## src/rtl/core/pidw_pkg.sv

```systemverilog
`timescale 1ns / 1ps

package pidw_pkg;

    // Microcode step counter
    localparam int PC_W = 4;
    localparam logic [PC_W-1:0] STEP_IDLE = 4'd0;

    // Configuration register indexes
    localparam int CFG_IDX_W = 3;
    localparam logic [CFG_IDX_W-1:0] REG_PROP_GAIN    = 3'd0;
    localparam logic [CFG_IDX_W-1:0] REG_INTEG_GAIN   = 3'd1;
    localparam logic [CFG_IDX_W-1:0] REG_DERIV_GAIN   = 3'd2;
    localparam logic [CFG_IDX_W-1:0] REG_WINDUP_LIMIT = 3'd3;
    localparam logic [CFG_IDX_W-1:0] REG_OUTPUT_GAIN  = 3'd4;

    typedef enum logic [1:0] {
        A_ERR,
        A_DERR,
        A_SUM
    } mul_a_t;

    typedef enum logic [1:0] {
        B_PROP,
        B_INTEG,
        B_DERIV,
        B_OUT
    } mul_b_t;

    typedef enum logic [2:0] {
        ACC_HOLD,
        ACC_LOAD,
        ACC_ADD_PROD,
        ACC_ADD_INTEG,
        ACC_ADD_SP,
        ACC_CLAMP
    } acc_op_t;

    typedef enum logic [1:0] {
        J_NEXT,
        J_WAIT_IN,
        J_WAIT_OUT
    } jmp_t;

    typedef struct packed {
        mul_a_t            a_sel;
        mul_b_t            b_sel;
        logic              mul_en;
        acc_op_t           acc_op;
        logic              int_en;
        logic              last_en;
        logic              out_en;
        jmp_t              jmp;
        logic [PC_W-1:0]   target;
    } uword_t;

    typedef struct packed {
        mul_a_t  a_sel;
        mul_b_t  b_sel;
        logic    mul_en;
        acc_op_t acc_op;
        logic    int_en;
        logic    last_en;
        logic    load_in;
        logic    load_out;
    } dp_ctrl_t;

    // Control store. One step per cycle unless waiting for input at step 0 or
    // for the output at step 9; the step after a multiply consumes its result.
    function automatic uword_t pidw_ucode(input logic [PC_W-1:0] pc);
        uword_t w;
        w = '0;
        w.a_sel  = A_ERR;
        w.b_sel  = B_PROP;
        w.acc_op = ACC_HOLD;
        w.jmp    = J_NEXT;
        w.target = STEP_IDLE;
        case (pc)
            4'd0:
            begin
                w.jmp = J_WAIT_IN;
            end
            4'd1:
            begin
                w.a_sel  = A_ERR;
                w.b_sel  = B_PROP;
                w.mul_en = 1'b1;
            end
            4'd2:
            begin
                w.a_sel  = A_ERR;
                w.b_sel  = B_INTEG;
                w.mul_en = 1'b1;
                w.acc_op = ACC_LOAD;
            end
            4'd3:
            begin
                w.a_sel   = A_DERR;
                w.b_sel   = B_DERIV;
                w.mul_en  = 1'b1;
                w.int_en  = 1'b1;
                w.last_en = 1'b1;
            end
            4'd4:
            begin
                w.acc_op = ACC_ADD_PROD;
            end
            4'd5:
            begin
                w.acc_op = ACC_ADD_INTEG;
            end
            4'd6:
            begin
                w.acc_op = ACC_ADD_SP;
            end
            4'd7:
            begin
                w.acc_op = ACC_CLAMP;
            end
            4'd8:
            begin
                w.a_sel  = A_SUM;
                w.b_sel  = B_OUT;
                w.mul_en = 1'b1;
            end
            4'd9:
            begin
                w.out_en = 1'b1;
                w.jmp    = J_WAIT_OUT;
                w.target = STEP_IDLE;
            end
            default:
            begin
                w.jmp    = J_WAIT_OUT;
                w.target = STEP_IDLE;
            end
        endcase
        return w;
    endfunction

endpackage

```

## src/rtl/core/pid_controller_windup_ff.sv

```systemverilog
`timescale 1ns / 1ps

// PID controller with integrator anti-windup and setpoint feed-forward.
// Each beat on the input channel (setpoint, measured) yields one drive beat
// equal to (P + I + D + setpoint) * output_gain, saturated to DATA_WIDTH
// signed bits. A ten-step microcode program runs every sample through one
// shared multiplier. A sample is accepted only at the idle step, so none is
// taken until the last result has reached the output register. If that beat
// is still waiting there, the next sample holds at the last step until it is
// taken, and the acceptance after it slips by the remaining stall. Gains and
// the windup limit are written through cfg_we/cfg_index/cfg_data while the
// block is idle; the user must keep to that, as the block does not enforce
// it. output_gain resets to 1, everything else to 0.

module pid_controller_windup_ff
    import pidw_pkg::*;
#(
    parameter int DATA_WIDTH = 16
)
(
    input  logic                         clk,
    input  logic                         rst_n,
    input  logic                         cfg_we,
    input  logic [CFG_IDX_W-1:0]         cfg_index,
    input  logic [DATA_WIDTH-1:0]        cfg_data,
    input  logic                         in_valid,
    output logic                         in_ready,
    input  logic signed [DATA_WIDTH-1:0] setpoint,
    input  logic signed [DATA_WIDTH-1:0] measured,
    output logic                         out_valid,
    input  logic                         out_ready,
    output logic signed [DATA_WIDTH-1:0] drive
);

    localparam int W = DATA_WIDTH;

    logic signed [W-1:0] prop_gain_reg;
    logic signed [W-1:0] integ_gain_reg;
    logic signed [W-1:0] deriv_gain_reg;
    logic        [W-2:0] windup_limit_reg;
    logic signed [W-1:0] output_gain_reg;
    dp_ctrl_t            ctrl;

    always_ff @(posedge clk or negedge rst_n)
    begin
        if (!rst_n)
        begin
            prop_gain_reg    <= '0;
            integ_gain_reg   <= '0;
            deriv_gain_reg   <= '0;
            windup_limit_reg <= '0;
            output_gain_reg  <= {{(W-1){1'b0}}, 1'b1};
        end
        else if (cfg_we)
        begin
            case (cfg_index)
                REG_PROP_GAIN:    prop_gain_reg    <= cfg_data;
                REG_INTEG_GAIN:   integ_gain_reg   <= cfg_data;
                REG_DERIV_GAIN:   deriv_gain_reg   <= cfg_data;
                REG_WINDUP_LIMIT: windup_limit_reg <= cfg_data[W-2:0];
                REG_OUTPUT_GAIN:  output_gain_reg  <= cfg_data;
                default:
                begin
                end
            endcase
        end
    end

    pidw_seq u_seq (
        .clk       (clk),
        .rst_n     (rst_n),
        .in_valid  (in_valid),
        .in_ready  (in_ready),
        .out_valid (out_valid),
        .out_ready (out_ready),
        .ctrl      (ctrl)
    );

    pidw_dp #(
        .DATA_WIDTH (DATA_WIDTH)
    ) u_dp (
        .clk          (clk),
        .rst_n        (rst_n),
        .ctrl         (ctrl),
        .setpoint     (setpoint),
        .measured     (measured),
        .prop_gain    (prop_gain_reg),
        .integ_gain   (integ_gain_reg),
        .deriv_gain   (deriv_gain_reg),
        .windup_limit (windup_limit_reg),
        .output_gain  (output_gain_reg),
        .drive        (drive)
    );

endmodule

```

## src/rtl/core/pidw_seq.sv

```systemverilog
`timescale 1ns / 1ps

module pidw_seq
    import pidw_pkg::*;
(
    input  logic     clk,
    input  logic     rst_n,
    input  logic     in_valid,
    output logic     in_ready,
    output logic     out_valid,
    input  logic     out_ready,
    output dp_ctrl_t ctrl
);

    logic [PC_W-1:0] pc_reg;
    logic [PC_W-1:0] pc_next;
    logic            out_valid_reg;
    logic            out_valid_next;
    uword_t          uw;
    logic            out_busy;
    logic            in_fire;

    assign uw       = pidw_ucode(pc_reg);
    assign in_ready = (pc_reg == STEP_IDLE);
    assign in_fire  = in_valid && in_ready;
    // output register still holds a beat that is not taken this cycle
    assign out_busy = out_valid_reg && !out_ready;

    always_comb
    begin
        case (uw.jmp)
            J_NEXT:     pc_next = pc_reg + {{(PC_W-1){1'b0}}, 1'b1};
            J_WAIT_IN:  pc_next = in_valid ? pc_reg + {{(PC_W-1){1'b0}}, 1'b1} : pc_reg;
            J_WAIT_OUT: pc_next = out_busy ? pc_reg : uw.target;
            default:    pc_next = STEP_IDLE;
        endcase
    end

    always_comb
    begin
        ctrl.a_sel    = uw.a_sel;
        ctrl.b_sel    = uw.b_sel;
        ctrl.mul_en   = uw.mul_en;
        ctrl.acc_op   = uw.acc_op;
        ctrl.int_en   = uw.int_en;
        ctrl.last_en  = uw.last_en;
        ctrl.load_in  = in_fire;
        ctrl.load_out = uw.out_en && !out_busy;
    end

    always_comb
    begin
        if (ctrl.load_out)
        begin
            out_valid_next = 1'b1;
        end
        else if (out_ready)
        begin
            out_valid_next = 1'b0;
        end
        else
        begin
            out_valid_next = out_valid_reg;
        end
    end

    always_ff @(posedge clk or negedge rst_n)
    begin
        if (!rst_n)
        begin
            pc_reg        <= STEP_IDLE;
            out_valid_reg <= 1'b0;
        end
        else
        begin
            pc_reg        <= pc_next;
            out_valid_reg <= out_valid_next;
        end
    end

    assign out_valid = out_valid_reg;

endmodule

```

## src/rtl/core/pidw_dp.sv

```systemverilog
`timescale 1ns / 1ps

module pidw_dp
    import pidw_pkg::*;
#(
    parameter int DATA_WIDTH = 16
)
(
    input  logic                         clk,
    input  logic                         rst_n,
    input  dp_ctrl_t                     ctrl,
    input  logic signed [DATA_WIDTH-1:0] setpoint,
    input  logic signed [DATA_WIDTH-1:0] measured,
    input  logic signed [DATA_WIDTH-1:0] prop_gain,
    input  logic signed [DATA_WIDTH-1:0] integ_gain,
    input  logic signed [DATA_WIDTH-1:0] deriv_gain,
    input  logic        [DATA_WIDTH-2:0] windup_limit,
    input  logic signed [DATA_WIDTH-1:0] output_gain,
    output logic signed [DATA_WIDTH-1:0] drive
);

    localparam int W  = DATA_WIDTH;
    localparam int EW = W + 1;      // error, integrator
    localparam int AW = W + 2;      // multiplier A operand
    localparam int PW = AW + W;     // product
    localparam int SW = PW + 3;     // accumulator: three terms plus setpoint

    // gain products are held to +-2^61; below that width they never get there
    localparam logic signed [SW-1:0] PLIM = (PW > 62) ?
        ({{(SW-1){1'b0}}, 1'b1} << 61) : {1'b0, {(SW-1){1'b1}}};
    localparam logic signed [SW-1:0] MAXW_S = {{(SW-W+1){1'b0}}, {(W-1){1'b1}}};
    localparam logic signed [SW-1:0] MINW_S = ~MAXW_S;
    localparam logic signed [PW-1:0] MAXW_P = {{(PW-W+1){1'b0}}, {(W-1){1'b1}}};
    localparam logic signed [PW-1:0] MINW_P = ~MAXW_P;

    logic signed [W-1:0]  sp_reg;
    logic signed [EW-1:0] err_reg;
    logic signed [EW-1:0] last_err_reg;
    logic signed [EW-1:0] integ_reg;
    logic signed [EW-1:0] integ_next;
    logic signed [PW-1:0] prod_reg;
    logic signed [SW-1:0] acc_reg;
    logic signed [SW-1:0] acc_next;
    logic signed [W-1:0]  drive_reg;
    logic signed [W-1:0]  drive_next;

    logic signed [EW-1:0] err_in;
    logic signed [AW-1:0] derr;
    logic signed [AW-1:0] mul_a;
    logic signed [W-1:0]  mul_b;
    logic signed [PW-1:0] mul_p;
    logic signed [SW-1:0] prod_x;
    logic signed [SW-1:0] prod_sat;
    logic signed [SW-1:0] int_sum;
    logic signed [SW-1:0] lim;
    logic signed [SW-1:0] int_clamped;

    assign err_in = {setpoint[W-1], setpoint} - {measured[W-1], measured};
    assign derr   = {err_reg[EW-1], err_reg} - {last_err_reg[EW-1], last_err_reg};

    always_comb
    begin
        case (ctrl.a_sel)
            A_ERR:   mul_a = {err_reg[EW-1], err_reg};
            A_DERR:  mul_a = derr;
            A_SUM:   mul_a = {{(AW-W){acc_reg[W-1]}}, acc_reg[W-1:0]};
            default: mul_a = '0;
        endcase
    end

    always_comb
    begin
        case (ctrl.b_sel)
            B_PROP:  mul_b = prop_gain;
            B_INTEG: mul_b = integ_gain;
            B_DERIV: mul_b = deriv_gain;
            B_OUT:   mul_b = output_gain;
            default: mul_b = '0;
        endcase
    end

    assign mul_p  = mul_a * mul_b;
    assign prod_x = {{(SW-PW){prod_reg[PW-1]}}, prod_reg};

    always_comb
    begin
        if (prod_x > PLIM)
        begin
            prod_sat = PLIM;
        end
        else if (prod_x < -PLIM)
        begin
            prod_sat = -PLIM;
        end
        else
        begin
            prod_sat = prod_x;
        end
    end

    // anti-windup clamp
    assign int_sum = {{(SW-EW){integ_reg[EW-1]}}, integ_reg} + prod_sat;
    assign lim     = {{(SW-W+1){1'b0}}, windup_limit};

    always_comb
    begin
        if (int_sum > lim)
        begin
            int_clamped = lim;
        end
        else if (int_sum < -lim)
        begin
            int_clamped = -lim;
        end
        else
        begin
            int_clamped = int_sum;
        end
        integ_next = int_clamped[EW-1:0];
    end

    always_comb
    begin
        case (ctrl.acc_op)
            ACC_HOLD:      acc_next = acc_reg;
            ACC_LOAD:      acc_next = prod_sat;
            ACC_ADD_PROD:  acc_next = acc_reg + prod_sat;
            ACC_ADD_INTEG: acc_next = acc_reg + {{(SW-EW){integ_reg[EW-1]}}, integ_reg};
            ACC_ADD_SP:    acc_next = acc_reg + {{(SW-W){sp_reg[W-1]}}, sp_reg};
            ACC_CLAMP:
            begin
                if (acc_reg > MAXW_S)
                begin
                    acc_next = MAXW_S;
                end
                else if (acc_reg < MINW_S)
                begin
                    acc_next = MINW_S;
                end
                else
                begin
                    acc_next = acc_reg;
                end
            end
            default:       acc_next = acc_reg;
        endcase
    end

    always_comb
    begin
        if (prod_reg > MAXW_P)
        begin
            drive_next = MAXW_P[W-1:0];
        end
        else if (prod_reg < MINW_P)
        begin
            drive_next = MINW_P[W-1:0];
        end
        else
        begin
            drive_next = prod_reg[W-1:0];
        end
    end

    always_ff @(posedge clk or negedge rst_n)
    begin
        if (!rst_n)
        begin
            integ_reg    <= '0;
            last_err_reg <= '0;
        end
        else
        begin
            if (ctrl.int_en)
            begin
                integ_reg <= integ_next;
            end
            if (ctrl.last_en)
            begin
                last_err_reg <= err_reg;
            end
        end
    end

    always_ff @(posedge clk)
    begin
        if (ctrl.load_in)
        begin
            sp_reg  <= setpoint;
            err_reg <= err_in;
        end
        if (ctrl.mul_en)
        begin
            prod_reg <= mul_p;
        end
        acc_reg <= acc_next;
        if (ctrl.load_out)
        begin
            drive_reg <= drive_next;
        end
    end

    assign drive = drive_reg;

endmodule

```

## config.mk

```make
export PLATFORM = sky130hd
export DESIGN_NAME = pid_controller_windup_ff
export DESIGN_NICKNAME = d
export VERILOG_FILES = /design/src/rtl/core/pidw_pkg.sv /design/src/rtl/core/pid_controller_windup_ff.sv /design/src/rtl/core/pidw_seq.sv /design/src/rtl/core/pidw_dp.sv
export SDC_FILE = /design/constraint.sdc
export NUM_CORES = 2
export LEC_CHECK = 0
export ABC_AREA = 1
export BUFFER_PORTS_ARGS = -buffer_cell sky130_fd_sc_hd__buf_4
export CAP_MARGIN = 40
export CORE_MARGIN = 3
export CORE_UTILIZATION = 54
export DETAILED_ROUTE_END_ITERATION = 12
export GPL_ROUTABILITY_DRIVEN = 0
export GPL_TIMING_DRIVEN = 0
export PLACE_DENSITY = 0.7
export SETUP_SLACK_MARGIN = 0.2
export SYNTH_ARGS = -nofsm -noshare
export SYNTH_HDL_FRONTEND = slang
export SYNTH_SLANG_ARGS = --single-unit
```

## constraint.sdc

```tcl
create_clock -name clk -period 11.71 [get_ports clk]
set_input_delay 0 -clock clk [delete_from_list [all_inputs] [get_ports clk]]
set_output_delay 0 -clock clk [all_outputs]
set_load 0.02 [all_outputs]
```

# Word-level counts from Yosys, hierarchy flattened
# Cells that the tools add are included.
[word_totals]
output_inout_bits = 18
inputBits = 56
wordCells = 99
regBits = 238
[op_classes]
mul = 1
n_eq_ne = 28
addsub = 8
order_cmp = 8
muxes = 20
reduce_logical = 20
[op_table]
columns = ["operator", "count"]
rows = [
  ["37-bit one-hot mux with 5 select lines", 1],
  ["37-bit adder", 4],
  ["37-bit 2-to-1 mux", 4],
  ["16-bit one-hot mux with 4 select lines", 1],
  ["18-bit one-hot mux with 3 select lines", 1],
  ["34-bit by 37-bit greater-than comparator with 1-bit output, second input constant", 1],
  ["37-bit by 16-bit greater-than comparator with 1-bit output", 1],
  ["37-bit by 16-bit greater-than comparator with 1-bit output, second input constant", 1],
  ["34-bit by 37-bit < comparator with 1-bit output, second input constant", 1],
  ["37-bit by 16-bit < comparator with 1-bit output, second input constant", 1],
  ["37-bit < comparator", 1],
  ["15-bit negator with 37-bit output", 1],
  ["34-bit by 16-bit greater-than comparator with 1-bit output, second input constant", 1],
  ["34-bit by 16-bit < comparator with 1-bit output, second input constant", 1],
  ["18-bit by 16-bit multiplier with 34-bit output", 1],
  ["17-bit 2-to-1 mux", 2],
  ["5-bit one-hot mux with 4 select lines", 1],
  ["17-bit by 17-bit subtractor with 18-bit output", 1],
  ["16-bit by 16-bit subtractor with 17-bit output", 1],
  ["4-bit by 3-bit equality test with 1-bit output, second input constant", 4],
  ["16-bit 2-to-1 mux", 1],
  ["3-bit one-hot mux with 5 select lines", 1],
  ["2-bit AND reduction", 7],
  ["3-bit by 2-bit equality test with 1-bit output, second input constant", 4],
  ["other kinds (23)", 42],
]

# Longest topological paths before layout
[logic_depth]
word_depth = 7
ltp_mapped = 37
mapped_depth_nobuf = 37

# Hierarchy
# From an unflattened synthesis, not the netlist that was laid out.
[hier_totals]
cells_unflattened = 4351
area_unflattened_um2 = 31779.2
[by_module_without_submodules]
columns = ["module", "cells_each", "instances", "seq_area_each_um2", "area_each_um2"]
rows = [
  ["pidw_dp", 3931, 1, 4454.3, 28137.0],
  ["pid_controller_windup_ff", 352, 1, 1978.1, 3166.8],
  ["pidw_seq", 68, 1, 125.1, 475.5],
]

# Worst setup path before layout
# No wires, ideal clock.
[synth_timing]
kind = "register to register"
start = "register u_dp.err_reg[2]"
end = "register u_dp.prod_reg[31] (data pin)"
path_buffers = 2
path_stages_with_launch = 35
path_slack_ps = 4247
synth_period_minus_slack_ps = 7463
t_required_ps = 11446
setup_ps = 264
t_arrival_ps = 7200
cell_sequence = "edfxtp_1 ha_1 a21oi_1 o21ai_0 a21oi_1 nand2_1 nand2_1 nand3_1 a21boi_0 nand2_1 nand2_1 o211ai_1 nand2_2 inv_1 nor2_1 fa_1 fa_1 clkbuf_1 clkbuf_1 a21oi_1 fa_1 inv_1 fa_1 inv_1 fa_1 inv_1 ha_1 nand2_1 nor4_1 nand3_1 nand3_1 nand3_1 nand2_1 a31oi_1 xor2_1"
[synth_between]
elab_chain_cells = 3
[synth_rtl]
columns = ["item", "line_no", "text"]
rows = [
  ["start, declared", "pidw_dp.sv:37", "logic signed [EW-1:0] err_reg;"],
  ["start signal, assigned", "pidw_dp.sv:190", "err_reg <= err_in;"],
  ["17-bit by 17-bit subtractor with 18-bit output", "pidw_dp.sv:59", "assign derr = {err_reg[EW-1], err_reg} - {last_err_reg[EW-1], last_err_reg};"],
  ["18-bit one-hot mux with 3 select lines (*)", "pidw_dp.sv:63", "case (ctrl.a_sel)"],
  ["18-bit by 16-bit multiplier with 34-bit output (*)", "pidw_dp.sv:82", "assign mul_p = mul_a * mul_b;"],
  ["named net u_dp.mul_p[31]", "pidw_dp.sv:51", "logic signed [PW-1:0] mul_p;"],
  ["end signal, assigned", "pidw_dp.sv:194", "prod_reg <= mul_p;"],
  ["end, declared", "pidw_dp.sv:41", "logic signed [PW-1:0] prod_reg;"],
]
# Mark *: on every way through the listed nets, which the timed path passes. The rest lies on a longest branch.
# A chain may end at the register's enable or synchronous reset.

# Worst setup path after layout
[layout_timing]
start = "register u_seq.pc_reg[0]"
end = "register u_dp.prod_reg[33] (data pin)"
[layout_between]
elab_chain_cells = 5
word_cells_on_any_way = 15
classes_between = "mul: 1; eq/ne: 9; mux: 3; reduce/logical: 2"
[layout_rtl]
columns = ["item", "line_no", "text"]
rows = [
  ["start, declared", "pidw_seq.sv:15", "logic [PC_W-1:0] pc_reg;"],
  ["start signal, assigned", "pidw_seq.sv:76", "pc_reg <= pc_next;"],
  ["4-bit equality test (tied with other cells)", "pidw_pkg.sv:78", "case (pc)"],
  ["5-bit one-hot mux with 4 select lines (*)", "pidw_pkg.sv:78", ""],
  ["2-bit equality test (tied with other cells)", "pidw_dp.sv:73", "case (ctrl.b_sel)"],
  ["16-bit one-hot mux with 4 select lines or 18-bit one-hot mux with 3 select lines (tied branches)", "pidw_dp.sv:73, pidw_dp.sv:63", ""],
  ["18-bit by 16-bit multiplier with 34-bit output (*)", "pidw_dp.sv:82", ""],
  ["named net u_dp.mul_p[33]", "pidw_dp.sv:51", ""],
]
# Marked as above.

==> metrics <==
status completed; post-DP HPWL 81090 µm; die area 0.06071 mm²; Reg clk slew, reported paths 0.06 ns; Final Hold Viols 0; post-synth top area share 18.48%; layout cells sized above 1 5.449%; hold path depth 4; critical path's slowest cell o21ai_1; first-pass GRT wire length 153600 µm; RR Endpoint u_dp.prod_reg[33]$_DFFE_PP_; WL/cell 18.94 µm; register area share after synthesis 21.02%; Tmin final 8.919 ns; Clock Latency Late Sink 0.58 ns; die height 246.4 µm; Nets 5028; fin. max-slew vios 0; Least-Margin Pin Slew 0.9149 ns; die width 246.4 µm; critical path class flip-flop to flip-flop; via count 28960; Post-Syn Instances 4236; syn avg cell area 7.366 µm²; Netlist cell types 63; Reg-to-Reg Start u_seq.pc_reg[0]$_DFFE_PN0P_; CTS sink count 238; number of global-route vias before repair 27910; CP Capture Type flip-flop; routed wire length 98160 µm; Critical Path Most Common Cell inv_1; normalized max-slew margin 38.92%; PortBufs 73; H-tree depth 1; Critical Path RT 12.02 ns; Main synth FF type edfxtp_1; Post-DRT Antenna Nets 0; initial DRC count 2823; Hold WS 0.03298 ns; R2R cell count 32; global route overflow 0; total negative slack 0 ns; flops & latches, synth 238; Max Clock Skew 0.01994 ns; pin count of the biggest net entering global routing 77; area grow syn2layout 9.940%; initial antenna violation count 2; commonest cells after routing, fill and taps aside nand2_1, inv_1, nor2_1; commonest non-fill, non-tap cell in the layout nand2_1; post-synthesis cell area 0.03120 mm²; All-Layer GR Usage 32.61%; Longest Clk Path Bufs 3; critical path peak fanout 10; R2R Setup Slk 2.79 ns; crit path DAT 9.23 ns; Placement Rows 87; Max-Cap Viols 0; DR vias/cell 5.588; Hold WC Path Type input pin to flip-flop; TritonCTS clock tree done; ys async rst share 49.58%; top cells by area, synth fa_1, nand2_1, edfxtp_1; RSZ-0062 raised after global routing false; Worst setup SP type flip-flop; max FFs per register 37; # IOs 74; CTS Buf Count 29; Post-synth EDFFs 120; Max Clk Rate 112.1 MHz; drt drc 0; Top delay family on crit path adder cells; hold endpoint u_dp.err_reg[10]$_DFFE_PP_; root buffer cell clkbuf_16; core area 0.05682 mm²; PostCTS Resize Cnt 0; yosys warns 0; Post-Syn Nets 4863; 1st-pass router iterations 9; dominant cell type by area after synthesis fa_1; WP buf/inv 11; fin crit share 76.17%; HP Start measured[10]; initial core utilization 54.91%; Max stage delay on crit path 0.73 ns; final setup fails 0
worst min-delay path, cell delays in order:
cell and delay (ns):
buf_4 0.11, inv_1 0.05, ha_1 0.19, xor2_1 0.08
logic make-up (layout without fill, tap and decap cells):
group                    count (synthesis)  after routing  share of synthesized area (%)
AND/OR/NAND/NOR                       1740           1740                          23.11
flip-flops                             238            238                          21.02
XOR/XNOR                               104            104                          2.919
other                                    0              3                              0
buffers and inverters                  906           1093                          11.03
AO/OA/AOI/OAI                          677            677                          12.10
adder cells (fa/ha/maj)                571            571                          29.82
final cells by class:
type / count / area [µm²]
fill: 5272 / 22520
multi-input combinational: 3092 / 21210
sequential: 238 / 6558
inverter: 795 / 2984
timing repair buffer: 134 / 1164
tap: 756 / 945.9
clock buffer: 37 / 825.8
buffer: 111 / 457.9
clock inverter: 16 / 148.9
antenna: 3 / 7.507
worst max path at each step:
stage | end | slack [ns] | startpoint | depth (start not counted)
after floorplan | u_dp.prod_reg[31]$_DFFE_PP_ | 4.25 | u_dp.err_reg[2]$_DFFE_PP_ | 34
after global placement | u_dp.prod_reg[33]$_DFFE_PP_ | 2.84 | u_seq.pc_reg[0]$_DFFE_PN0P_ | 30
after global routing | u_dp.prod_reg[33]$_DFFE_PP_ | 2.29 | u_seq.pc_reg[0]$_DFFE_PN0P_ | 32
after CTS | u_dp.prod_reg[33]$_DFFE_PP_ | 2.84 | u_seq.pc_reg[0]$_DFFE_PN0P_ | 32
final | u_dp.prod_reg[33]$_DFFE_PP_ | 2.79 | u_seq.pc_reg[0]$_DFFE_PN0P_ | 32
after detailed placement | u_dp.prod_reg[33]$_DFFE_PP_ | 2.85 | u_seq.pc_reg[0]$_DFFE_PN0P_ | 32
cells in the mapped netlist (10+ instances only):
master     number
nand2_1      1036
inv_1         775
nor2_1        374
fa_1          288
ha_1          283
o21ai_0       262
a21oi_1       255
nand3_1       149
edfxtp_1      120
dfrtp_1       117
clkbuf_1       84
xor2_1         71
a31oi_1        48
nand4_1        45
nor3_1         37
xnor2_1        33
or2_2          31
buf_2          18
nor4_1         17
o2111ai_1      17
nand3b_1       14
nor2_2         13
o211ai_1       12
o21a_1         12
o221ai_1       12
a21o_1         11
clkinv_1       10
inv_2          10
o21bai_1       10
stage by stage:
| stage | cell area (µm²) | instances | util (%) | worst slack [ns] |
|---|---|---|---|---|
| after floorplan | 31200 | 4236 | - | 4.247 |
| after global placement | 32700 | 5065 | 57.54 | 2.845 |
| after detailed placement | 32810 | 5076 | 57.75 | 2.847 |
| after CTS | 34300 | 5179 | 60.36 | 2.835 |
| after global routing | 34310 | 5182 | 60.37 | 2.295 |
| final | 34310 | 5182 | 60.37 | 2.791 |
routing by layer:
layer | track usage [%] | part of all wire [%] | vias up
met4 | 14.61 | 5.3 | 0
met1 | 42.42 | 40 | 13520
met5 | 0 | 0 | -
li1 | - | - | 13840
met3 | 7.151 | 9.7 | 303
met2 | 52.31 | 45 | 1297
timing repair:
action / CTS / global route
setup buffers: 0 / 0
hold endpoints to repair: 232 / 0
hold buffers: 50 / 0
Power is left out: the tool's default activity adds up to more than one toggle a clock period on the data nets, which glitch-free logic cannot reach.
